$ cat config.mk
export PLATFORM = sky130hd
export DESIGN_NAME = utf8_to_utf16_decoder
export DESIGN_NICKNAME = d
export VERILOG_FILES = /design/src/rtl/u8u16_pkg.sv /design/src/rtl/utf8_to_utf16_decoder.sv
export SDC_FILE = /design/constraint.sdc
export NUM_CORES = 1
export LEC_CHECK = 0
export ABC_CLOCK_PERIOD_IN_PS = 10400
export BUFFER_PORTS_ARGS = -buffer_cell sky130_fd_sc_hd__buf_2
export CAP_MARGIN = 20
export CORE_ASPECT_RATIO = 1.4
export CORE_MARGIN = 1.5
export CORE_UTILIZATION = 30
export CTS_CLUSTER_SIZE = 12
export DETAILED_ROUTE_END_ITERATION = 7
export PLACE_DENSITY = 0.45
export SLEW_MARGIN = 15
export SYNTH_ARGS = -nofsm -noshare
export SYNTH_HDL_FRONTEND = slang
export SYNTH_SLANG_ARGS = --single-unit
$ cat constraint.sdc
create_clock -name clk -period 10.4 [get_ports clk]
set_clock_uncertainty 0.15 [all_clocks]
set_input_delay 0.52 -clock clk [delete_from_list [all_inputs] [get_ports clk]]
set_output_delay 0.52 -clock clk [all_outputs]
set_load 0.01 [all_outputs]
$ cat src/rtl/u8u16_pkg.sv
`default_nettype none

package u8u16_pkg;

    localparam int ACC_W = 31;
    localparam int QUEUE_DEPTH = 4;
    localparam int PTR_W = $clog2(QUEUE_DEPTH);
    localparam int CNT_W = $clog2(QUEUE_DEPTH + 1);

    localparam logic [15:0] REPLACEMENT = 16'hFFFD;
    localparam logic [7:0] LEAD_MIN = 8'hC0;
    localparam logic [7:0] LEAD_MAX = 8'hFD;
    localparam logic [7:0] LEAD_MIN_SHORTEST = 8'hC2;
    localparam logic [5:0] CONT_MASK = 6'h3F;

    typedef struct packed {
        logic [15:0] code_unit;
        logic last;
    } result_t;

    // Surrogates and values of 0xFFFE and above become the replacement character.
    function automatic logic [15:0] fix_value(input logic [ACC_W-1:0] v);
        logic [15:0] r;
        if ((v >= ACC_W'(32'hD800) && v <= ACC_W'(32'hDFFF)) || v >= ACC_W'(32'hFFFE))
        begin
            r = REPLACEMENT;
        end
        else
        begin
            r = v[15:0];
        end
        return r;
    endfunction

    // Control characters below 32 and DEL are dropped.
    function automatic logic keep_value(input logic [15:0] v);
        return (v >= 16'd32) && (v != 16'd127);
    endfunction

endpackage

`default_nettype wire

$ cat src/rtl/utf8_to_utf16_decoder.sv
// Path: a byte that yields a result passes through the input register and then the result
// queue, from whose head the result is offered and taken while out_stall is low.
// Throughput: one byte per cycle while in_stall is low; two results of a byte leave in turn.
// The input register advances into a four-entry result queue whenever that queue
// has room for two results.
// Reset clears the pending sequence, the input register and the result queue.
`default_nettype none

module utf8_to_utf16_decoder (
    input  wire logic        clk,
    input  wire logic        rst_n,
    input  wire logic        in_valid,
    output logic             in_stall,
    input  wire logic [7:0]  in_byte,
    output logic             out_valid,
    input  wire logic        out_stall,
    output logic [15:0]      code_unit,
    output logic             last
);

    logic byte_valid_reg;
    logic byte_valid_next;
    logic [7:0] byte_reg;

    logic [7:0] lead_reg;
    logic [7:0] lead_next;
    logic [2:0] needed_reg;
    logic [2:0] needed_next;
    logic [2:0] received_reg;
    logic [2:0] received_next;
    logic [u8u16_pkg::ACC_W-1:0] acc_reg;
    logic [u8u16_pkg::ACC_W-1:0] acc_next;
    logic bad_reg;
    logic bad_next;

    u8u16_pkg::result_t queue_reg [u8u16_pkg::QUEUE_DEPTH];
    logic [u8u16_pkg::PTR_W-1:0] wr_ptr_reg;
    logic [u8u16_pkg::PTR_W-1:0] wr_ptr_next;
    logic [u8u16_pkg::PTR_W-1:0] rd_ptr_reg;
    logic [u8u16_pkg::PTR_W-1:0] rd_ptr_next;
    logic [u8u16_pkg::CNT_W-1:0] count_reg;
    logic [u8u16_pkg::CNT_W-1:0] count_next;

    logic accept;
    logic advance;
    logic pop;

    logic cand0;
    logic cand1;
    logic [u8u16_pkg::ACC_W-1:0] val0;
    logic [u8u16_pkg::ACC_W-1:0] val1;
    logic [15:0] fix0;
    logic [15:0] fix1;
    logic keep0;
    logic keep1;
    logic [1:0] push_n;
    u8u16_pkg::result_t entry_a;
    u8u16_pkg::result_t entry_b;

    logic is_cont;
    logic overlong;
    logic [2:0] rcv_inc;

    assign accept = in_valid && !in_stall;
    assign advance = byte_valid_reg && (count_reg <= u8u16_pkg::CNT_W'(u8u16_pkg::QUEUE_DEPTH - 2));
    assign in_stall = byte_valid_reg && !advance;
    assign out_valid = (count_reg != '0);
    assign pop = out_valid && !out_stall;
    assign code_unit = queue_reg[rd_ptr_reg].code_unit;
    assign last = queue_reg[rd_ptr_reg].last;

    assign is_cont = (byte_reg[7:6] == 2'b10);
    assign overlong = (lead_reg == 8'hE0 && byte_reg < 8'hA0)
                   || (lead_reg == 8'hF0 && byte_reg < 8'h90)
                   || (lead_reg == 8'hF8 && byte_reg < 8'h88)
                   || (lead_reg == 8'hFC && byte_reg < 8'h84);
    assign rcv_inc = received_reg + 3'd1;

    always_comb
    begin
        lead_next = lead_reg;
        needed_next = needed_reg;
        received_next = received_reg;
        acc_next = acc_reg;
        bad_next = bad_reg;
        cand0 = 1'b0;
        cand1 = 1'b0;
        val0 = u8u16_pkg::ACC_W'(u8u16_pkg::REPLACEMENT);
        val1 = u8u16_pkg::ACC_W'(u8u16_pkg::REPLACEMENT);

        if (needed_reg != 3'd0 && is_cont)
        begin
            bad_next = bad_reg || (received_reg == 3'd0 && overlong);
            acc_next = {acc_reg[u8u16_pkg::ACC_W-7:0], byte_reg[5:0] & u8u16_pkg::CONT_MASK};
            received_next = rcv_inc;
            if (rcv_inc >= needed_reg)
            begin
                cand0 = 1'b1;
                val0 = bad_next ? u8u16_pkg::ACC_W'(u8u16_pkg::REPLACEMENT) : acc_next;
                lead_next = '0;
                needed_next = '0;
                received_next = '0;
                acc_next = '0;
                bad_next = 1'b0;
            end
        end
        else
        begin
            if (needed_reg != 3'd0)
            begin
                cand0 = 1'b1;
                lead_next = '0;
                needed_next = '0;
                received_next = '0;
                acc_next = '0;
                bad_next = 1'b0;
            end
            if (!byte_reg[7])
            begin
                cand1 = 1'b1;
                val1 = u8u16_pkg::ACC_W'(byte_reg);
            end
            else if (byte_reg < u8u16_pkg::LEAD_MIN || byte_reg > u8u16_pkg::LEAD_MAX)
            begin
                cand1 = 1'b1;
            end
            else
            begin
                lead_next = byte_reg;
                received_next = '0;
                bad_next = (byte_reg < u8u16_pkg::LEAD_MIN_SHORTEST);
                if (byte_reg inside {[8'hC0:8'hDF]})
                begin
                    needed_next = 3'd1;
                    acc_next = u8u16_pkg::ACC_W'(byte_reg[4:0]);
                end
                else if (byte_reg inside {[8'hE0:8'hEF]})
                begin
                    needed_next = 3'd2;
                    acc_next = u8u16_pkg::ACC_W'(byte_reg[3:0]);
                end
                else if (byte_reg inside {[8'hF0:8'hF7]})
                begin
                    needed_next = 3'd3;
                    acc_next = u8u16_pkg::ACC_W'(byte_reg[2:0]);
                end
                else if (byte_reg inside {[8'hF8:8'hFB]})
                begin
                    needed_next = 3'd4;
                    acc_next = u8u16_pkg::ACC_W'(byte_reg[1:0]);
                end
                else
                begin
                    needed_next = 3'd5;
                    acc_next = u8u16_pkg::ACC_W'(byte_reg[0]);
                end
            end
        end
    end

    assign fix0 = u8u16_pkg::fix_value(val0);
    assign fix1 = u8u16_pkg::fix_value(val1);
    assign keep0 = cand0 && u8u16_pkg::keep_value(fix0);
    assign keep1 = cand1 && u8u16_pkg::keep_value(fix1);
    assign push_n = advance ? ({1'b0, keep0} + {1'b0, keep1}) : 2'd0;

    always_comb
    begin
        entry_a.code_unit = keep0 ? fix0 : fix1;
        entry_a.last = !(keep0 && keep1);
        entry_b.code_unit = fix1;
        entry_b.last = 1'b1;
    end

    always_comb
    begin
        byte_valid_next = byte_valid_reg;
        if (accept)
        begin
            byte_valid_next = 1'b1;
        end
        else if (advance)
        begin
            byte_valid_next = 1'b0;
        end
        wr_ptr_next = wr_ptr_reg + u8u16_pkg::PTR_W'(push_n);
        rd_ptr_next = rd_ptr_reg + u8u16_pkg::PTR_W'(pop);
        count_next = count_reg + u8u16_pkg::CNT_W'(push_n) - u8u16_pkg::CNT_W'(pop);
    end

    always_ff @(posedge clk or negedge rst_n)
    begin
        if (!rst_n)
        begin
            byte_valid_reg <= 1'b0;
            lead_reg <= '0;
            needed_reg <= '0;
            received_reg <= '0;
            acc_reg <= '0;
            bad_reg <= 1'b0;
            wr_ptr_reg <= '0;
            rd_ptr_reg <= '0;
            count_reg <= '0;
        end
        else
        begin
            byte_valid_reg <= byte_valid_next;
            if (advance)
            begin
                lead_reg <= lead_next;
                needed_reg <= needed_next;
                received_reg <= received_next;
                acc_reg <= acc_next;
                bad_reg <= bad_next;
            end
            wr_ptr_reg <= wr_ptr_next;
            rd_ptr_reg <= rd_ptr_next;
            count_reg <= count_next;
        end
    end

    always_ff @(posedge clk)
    begin
        if (accept)
        begin
            byte_reg <= in_byte;
        end
        if (push_n != 2'd0)
        begin
            queue_reg[wr_ptr_reg] <= entry_a;
        end
        if (push_n == 2'd2)
        begin
            queue_reg[wr_ptr_reg + u8u16_pkg::PTR_W'(1)] <= entry_b;
        end
    end

endmodule

`default_nettype wire

Word-level counts from Yosys, hierarchy flattened
Memories as Yosys holds them, arrays and structs flattened.
Cells that the tools add are included.
Widths: inputs -> output; s select.
{"block": "word_totals", "output_inout_bits": 19, "in_bits": 12, "reg_bits": 62, "wordCells": 144, "mem_bits_rw": 68, "mem_count": 1}
{"block": "op_classes", "mux": 54, "order_cmp": 25, "n_addsub": 7, "n_eq_ne": 9, "n_reduce_logical": 38}
{"name": "queue_reg", "words": 4, "width": 17, "read_ports": 1, "rd_clocked_by_memory_dff": 0, "write_ports": 2, "line": "utf8_to_utf16_decoder.sv:36", "rtl": "u8u16_pkg::result_t queue_reg [u8u16_pkg::QUEUE_DEPTH];"}
{"cell": "$mux 31", "n": 8}
{"cell": "$ge 31x16->1 const B", "n": 4}
{"cell": "$mux 16", "n": 5}
{"cell": "$le 31x16->1 const B", "n": 2}
{"cell": "$lt 8x8->1 const B", "n": 6}
{"cell": "$mux 3", "n": 14}
{"cell": "$mux 8", "n": 5}
{"cell": "$eq 8x8->1 const B", "n": 4}
{"cell": "$ge 16x6->1 const B", "n": 2}
{"cell": "$ge 8x8->1 const B", "n": 4}
{"cell": "$le 8x8->1 const B", "n": 4}
{"cell": "$ne 16x7->1 const B", "n": 2}
{"cell": "$logic_and 1x1->1", "n": 21}
{"cell": "$mux 1", "n": 18}
{"cell": "$gt 8x8->1 const B", "n": 1}
{"cell": "$logic_or 1x1->1", "n": 7}
{"cell": "$reduce_bool 3->1", "n": 2}
{"cell": "$mux 5", "n": 1}
{"cell": "$eq 2x2->1 const B", "n": 2}
{"cell": "$logic_not 1->1", "n": 4}
{"cell": "$mux 2", "n": 2}
{"cell": "$mux 4", "n": 1}
{"cell": "$reduce_bool 2->1", "n": 2}
{"cell": "$add 3x1->3 const B", "n": 1}
{"cell": "11 further kinds", "n": 11}

Longest topological paths before layout
Gate-level depths: netlist of the first run.
{"block": "logic_depth", "depth_word": 22, "mapped_depth": 19, "depth_no_buf": 18}

Worst setup path before layout of the first run
Ideal clock, no wire load.
{"block": "synth_timing", "path_type": "register to register", "startpoint": "reg received_reg[0]", "endpoint": "mem queue_reg[0][5] (netlist name), data pin", "setup_ns": 0.143, "period_less_slack_ns": 4.373, "path_buffers": 1, "path_slack_ns": 6.027, "path_stages_with_launch": 16, "t_required_ns": 10.107, "t_arrival_ns": 4.079, "cell_sequence": "dfrtp_1 ha_1 xor2_1 ha_1 nand2_1 o21a_1 nor3_1 nand3_1 o31a_1 ha_1 clkbuf_1 o211ai_1 or3_1 nand2_1 o311ai_0 nand3_1"}
{"item": "from (decl)", "line": "utf8_to_utf16_decoder.sv:29", "rtl": "logic [2:0] received_reg;"}
{"item": "from (signal assigned)", "line": "utf8_to_utf16_decoder.sv:212", "rtl": "received_reg <= received_next;"}
{"item": "to (decl)", "line": "utf8_to_utf16_decoder.sv:36"}

==> results of run 1 <==
-- final cells by class --
| type | instances | area, um2 |
|---|---|---|
| Inverter | 11 | 41.3 |
| Clock inverter | 15 | 171 |
| Tap cell | 252 | 315 |
| Clock buffer | 17 | 425 |
| Sequential cell | 124 | 3440 |
| Timing Repair Buffer | 38 | 221 |
| Multi-Input combinational cell | 335 | 2380 |
| Fill cell | 1959 | 12700 |
-- kinds of logic after synthesis --
| family | after synthesis | share of synthesized area [%] |
|---|---|---|
| AO/OA/AOI/OAI | 152 | 17.2 |
| flip-flops | 124 | 57.5 |
| adder cells (fa/ha/maj) | 12 | 2.63 |
| multiplexers | 18 | 6.77 |
| XOR/XNOR | 6 | 0.877 |
| AND/OR/NAND/NOR | 147 | 12.2 |
| buffers and inverters | 42 | 2.82 |
-- per-layer routing --
metal	wire length, um	up-vias	global-route usage (%)	part of all wire (%)
met5	0	-	0	0
met1	6610	2185	19.2	41
met3	626	29	3.25	3.9
met4	588	0	7.99	3.7
met2	8110	109	27.1	51
li1	-	2005	-	-
-- worst max-delay path, cell delays in order, from the launching register on --
cell,delay [ns]
dfrtp_1,0.41
ha_1,0.25
xor2_1,0.15
ha_1,0.29
nand2_1,0.07
o21a_1,0.21
nor3_1,0.19
nand3_1,0.31
o31a_1,0.42
ha_1,0.41
o211ai_1,0.46
or2_2,0.27
nand2_1,0.44
buf_4,0.38
o311ai_0,0.22
nand3_1,0.15
-- synthesized netlist by cell type (7+ instances only) --
cell type	instances	area share, %
a21oi_1	14	1.2
a22o_1	28	4.1
clkbuf_1	20	1.3
dfrtp_1	48	20
edfxtp_1	72	36
ha_1	11	2.3
inv_1	11	0.69
mux4_2	18	6.8
nand2_1	38	2.4
nand3_1	23	1.9
nor2_1	24	1.5
nor3_1	14	1.2
o21ai_0	26	2.2
o21ai_1	36	3.0
o22ai_1	7	0.73
or3_1	8	0.84
-- power by group --
| part | internal (mW) | switching (mW) | leakage (nW) | total, mW |
|---|---|---|---|---|
| registers | 0.691 | 0.120 | 1.34 | 0.812 |
| logic | 0.322 | 0.505 | 1.10 | 0.826 |
| clock network | 0.377 | 0.230 | 0.291 | 0.607 |
-- worst paths after layout --
| path | from | to | slack [ns] | depth (start not counted) |
|---|---|---|---|---|
| setup / recovery | received_reg[0] | queue_reg[3][5] | 5.35 | 15 |
| hold / removal | rst_n | lead_reg[0] | 0.05 | 2 |
| setup reg to reg | received_reg[0] | queue_reg[3][5] | 5.35 | 15 |
| hold reg to reg | queue_reg[2][0] | queue_reg[2][0] | 0.31 | 1 |
| max in group asynchronous | rst_n | wr_ptr_reg[1] | 9.62 | 2 |
| min in group clk | in_byte[0] | byte_reg[0] | 0.13 | 1 |
-- metrics by stage --
step	area [um2]	utilization (%)	setup WS, ns	power (mW)
2_1_floorplan	5990	-	6.03	1.37
3_3_place_gp	6380	32.4	5.36	1.64
3_5_place_dp	6390	32.5	5.31	1.65
4_1_cts	6990	35.5	5.29	2.26
5_1_grt	7000	35.5	4.97	2.38
6_report	7000	35.5	5.35	2.24
==> qor.txt, run 1 <==
max cap viols = 0
placer congestion estimate = 0.859
final hold vios = 0
final wirelength = 15,900 um
CP required = 10.39 ns
first-pass GRT wire length = 24,900 um
Tmin final = 5.05 ns
Syn Area/Cell = 12.0 um2
Core Area = 19,700 um2
CTS tree = done
CTS Hold Bufs = 0
Arr. time, crit path = 5.04 ns
Die Span X = 122 um
Initial Util = 30.4%
Non-Filler Instances = 792
critical path class = flip-flop to flip-flop
Die Height = 170 um
Final period util = 48.6%
IO Pins = 31
antenna violations before repair = 0
Via density = 5.46
Post-Syn Nets = 525
Root Driver = clkbuf_16
DR iter-0 viols = 346
pwr/cell area = 321 nW/um2
Final TNS setup = 0 ns
diode count = 0
number of flops mapped to enable cells by yosys = 72
RSZ-0062 raised after global routing = no
Least-Margin Pin Slew = 0.995 ns
Synth cell types = 55
Achievable Freq = 0.198 GHz
vias in the first global route = 4,394
gr ovfl total = 0
max reg flops = 68
CP Launch Type = flip-flop
most common cell after layout, fill and taps aside = edfxtp_1
Post-Synthesis Cells = 501
largest net degree at the start of global routing = 49
GR Util All Layers = 16.0%
Pins Over Slew Limit = 0
Setup-failing EPs final = 0
Reg clk slew, reported paths = 0.06 ns
DP HPWL = 11,200 um
final hold slack = 0.0452 ns
Synth Register Bits = 124
Top FF cell, synth = edfxtp_1
leakage = 2.74 nW
Post-synth ARST share = 38.7%
CTS buffer count = 17
layout cells sized above 1 = 17.4%
sequential share of the synthesized area = 57.5%
most frequent cells in the layout = edfxtp_1 (72), dfrtp_1 (48), nand2_1 (38)
DR pass1 iterations = 5
Post-route DRC = 0
clk_lat worst skew = 0.41 ns
Die ar. = 20,800 um2
row count = 61
Post-CTS Setup Bufs = 0
crit end category = flip-flop
vias post-DR = 4,328
maximum vdd drop = 0.000125 V
drt wl/cell = 20.1 um
status = completed
worst min path class = input pin to asynchronous set/reset pin
DP Cell Count = 759
# nets final = 551
CTS sink cnt = 124
Syn. warnings = 0
synthesized area = 5990 um2
post-route ant nets = 0
clk buf depth = 2
htree depth = 4
headroom to the max-slew limit = 33.1%
Crit Path Max Fanout = 12
post-cts resize count = 0
IO buf count = 30
Area Growth Syn to Fin = 16.9%
Power figures use the tool's default switching activity.
==> inputs of run 2 (changes only) <==
Settings changed: ABC_CLOCK_PERIOD_IN_PS 10400 to 4400, PLACE_DENSITY 0.45 to 0.46.
Clock period 10.4 ns to 4.4 ns, I/O delays scaled along.
==> run 2 against run 1 <==
Compared with the run above: critical path depth rose by 3; register-to-register slack got worse by 5.0 ns; clock-buffer cell count did not move; worst hold slack improved by 0.051 ns; combinational power rose to 2.5 times the previous value; via count rose by 2.7%; power rose by 140%; fmax rose by 24%; sequential share of layout area fell by 1.5 points; wire length fell by 2.3%; first-iteration DRC count rose by 8.7%.
==> qor.txt, run 2 (same netlist as run 1, synthesis figures left out) <==
Final period util = 92.6% (+44 points)
Die Span X = 122 um (unchanged)
Core Area = 19,700 um2 (unchanged)
gr ovfl total = 0 (unchanged)
M2 GR Usage = 27.9% (+0.83 points)
busiest layer in global routing = met2
Largest stage delay, worst path = 0.41 ns (-0.05 ns)
pwr/cell area = 736 nW/um2 (+130%)
dpl ws = 0.207 ns (-5.10 ns)
row count = 61 (unchanged)
vias in the first global route = 4,544 (+3.4%)
CP Launch Type = flip-flop
clock network fraction of design power = 25.2% (-1.8 points)
Root Driver = clkbuf_16
Setup-failing EPs final = 0 (unchanged)
maximum vdd drop = 0.000298 V (+140%)
CTS tree = done
antenna violations before repair = 0 (unchanged)
Initial Util = 30.4% (unchanged)
GR Util All Layers = 15.9% (-0.15 points)
placer congestion estimate = 0.871 (+1.4%)
CTS sink cnt = 124 (unchanged)
final wirelength = 15,600 um (-2.3%)
Die Height = 170 um (unchanged)
Switch Pwr = 2.05 mW (+140%)
fill cell count = 1,920 (-2.0%)
Via density = 5.42 (-0.88%)
CP max stage cell = dfrtp_1
most common cell after layout, fill and taps aside = edfxtp_1
final hold vios = 0 (unchanged)
IO buf count = 30 (unchanged)
crit end category = flip-flop
placed cell area = 6530 um2 (+2.1%)
Reg clk slew, reported paths = 0.06 ns (about the same)
met3 usage = 2.51% (-0.74 points)
fin util = 36.7% (+1.1 points)
Final TNS setup = 0 ns (unchanged)
CP most frequent cell = ha_1
Post-CTS Setup Bufs = 0 (unchanged)
DR iter-0 viols = 376 (+8.7%)
crit path setup slack, layout = 0.324 ns (-5.02 ns)
switching share of power = 38.5% (+0.46 points)
clk buf depth = 2 (unchanged)
htree depth = 4 (unchanged)
critical-path cell list = ha_1 -> xor2_1 -> ha_1 -> nand2_1 -> o21a_1 -> nor3_1 -> nand3_1 -> o31a_1 -> ha_4 -> and3_1 -> inv_1 -> ha_1 -> inv_1 -> ha_1 -> inv_1 -> fa_1 -> xor2_1 -> xnor2_1
Least-Margin Pin Slew = 0.890 ns (-0.105 ns)
vias post-DR = 4,447 (+2.7%)
headroom to the max-slew limit = 40.2% (+7.1 points)
Arr. time, crit path = 4.22 ns (-0.82 ns)
Tot Pwr = 5.32 mW (+140%)
DP HPWL = 11,100 um (-0.88%)
status = completed
post-route ant nets = 0 (unchanged)
Area Growth Syn to Fin = 20.5%
DR pass1 iterations = 5 (unchanged)
max cap viols = 0 (unchanged)
sequential fraction of design power = 35.5% (-0.7 points)
IO Pins = 31 (unchanged)
most frequent cells in the layout = edfxtp_1 (72), dfrtp_1 (48), nand2_1 (38)
drt wl/cell = 18.9 um (-5.8%)
CTS buffer count = 17 (unchanged)
leakage = 2.85 nW (+4.1%)
first-pass GRT wire length = 24,900 um (-0.11%)
diode count = 0 (unchanged)
Die ar. = 20,800 um2 (unchanged)
RSZ-0062 raised after global routing = no
# nets final = 580 (+5.3%)
Non-Filler Instances = 821 (+3.7%)
worst min path class = input pin to flip-flop
DP Cell Count = 778 (+2.5%)
CP required = 4.54 ns (-5.85 ns)
clk_lat worst skew = 0.42 ns (about the same)
worst r2r path cells = 18 (+3)
critical path class = flip-flop to flip-flop
final hold slack = 0.0965 ns (+0.0513 ns)
layout cells sized above 1 = 20.6% (+3.2 points)
Tmin final = 4.08 ns (-0.975 ns)
Power Internal = 3.27 mW (+140%)
met1 Usage GRT = 18.8% (-0.38 points)
Achievable Freq = 0.245 GHz (+24%)
Post-route DRC = 0 (unchanged)
max reg flops = 68 (unchanged)
Worst Hold Depth = 3
Crit Path Max Fanout = 10 (-2)
Pins Over Slew Limit = 0 (unchanged)
largest net degree at the start of global routing = 49 (unchanged)
Logic pwr share = 39.3% (+2.5 points)
Layout Cell Area excl Fill = 7220 um2 (+3.1%)
-- run 2: final timing paths --
path | start | slack [ns] | endpoint
max in group asynchronous | rst_n | 3.38 | count_reg[0]
worst min-delay path | out_stall | 0.1 | rd_ptr_reg[0]
worst min register to register | queue_reg[2][0] | 0.32 | queue_reg[2][0]
worst max-delay path | received_reg[0] | 0.32 | count_reg[2]
min in group asynchronous | rst_n | 0.27 | lead_reg[0]
worst max register to register | received_reg[0] | 0.32 | count_reg[2]
-- run 2: metal layers --
layer | part of all wire, % | up-vias | routed length, um
met1 | 41 | 2217 | 6320
li1 | - | 2065 | -
met4 | 3.0 | 0 | 465
met2 | 53 | 133 | 8220
met5 | 0 | - | 0
met3 | 3.6 | 32 | 556
-- run 2: critical path, delay by kind of cell (launching register included) --
kind,cells,cell delay (ns)
simple gates,4,0.58
fa+ha+maj,6,1.65
compound gates,2,0.57
buf+inv,3,0.16
xor+xnor,3,0.44
flops,1,0.41
-- run 2: power groups by stage --
stage	registers, mW	logic, mW	clock network [mW]
after floorplan	1.76	1.48	0
after global placement	1.91	2.02	0
after detailed placement	1.91	2.05	0
after CTS	1.89	2.07	1.36
after global routing	1.92	2.32	1.41
final	1.89	2.09	1.34
-- run 2: repair_timing --
action | CTS | global route
endpoints found under the hold margin | 57 | 0
setup endpoints to repair | 0 | 43
hold buffers | 10 | 0
resized for setup | 0 | 4
-- run 2: cell type report --
cell class / instances / area, um2 / share of cell area [%]
timing repair buffer: 67 / 457 / 6.33
inverter: 11 / 41.3 / 0.572
clock inverter: 15 / 139 / 1.92
multi-input combinational: 335 / 2400 / 33.2
clock buffer: 17 / 425 / 5.89
sequential: 124 / 3440 / 47.7
tap: 252 / 315 / 4.37
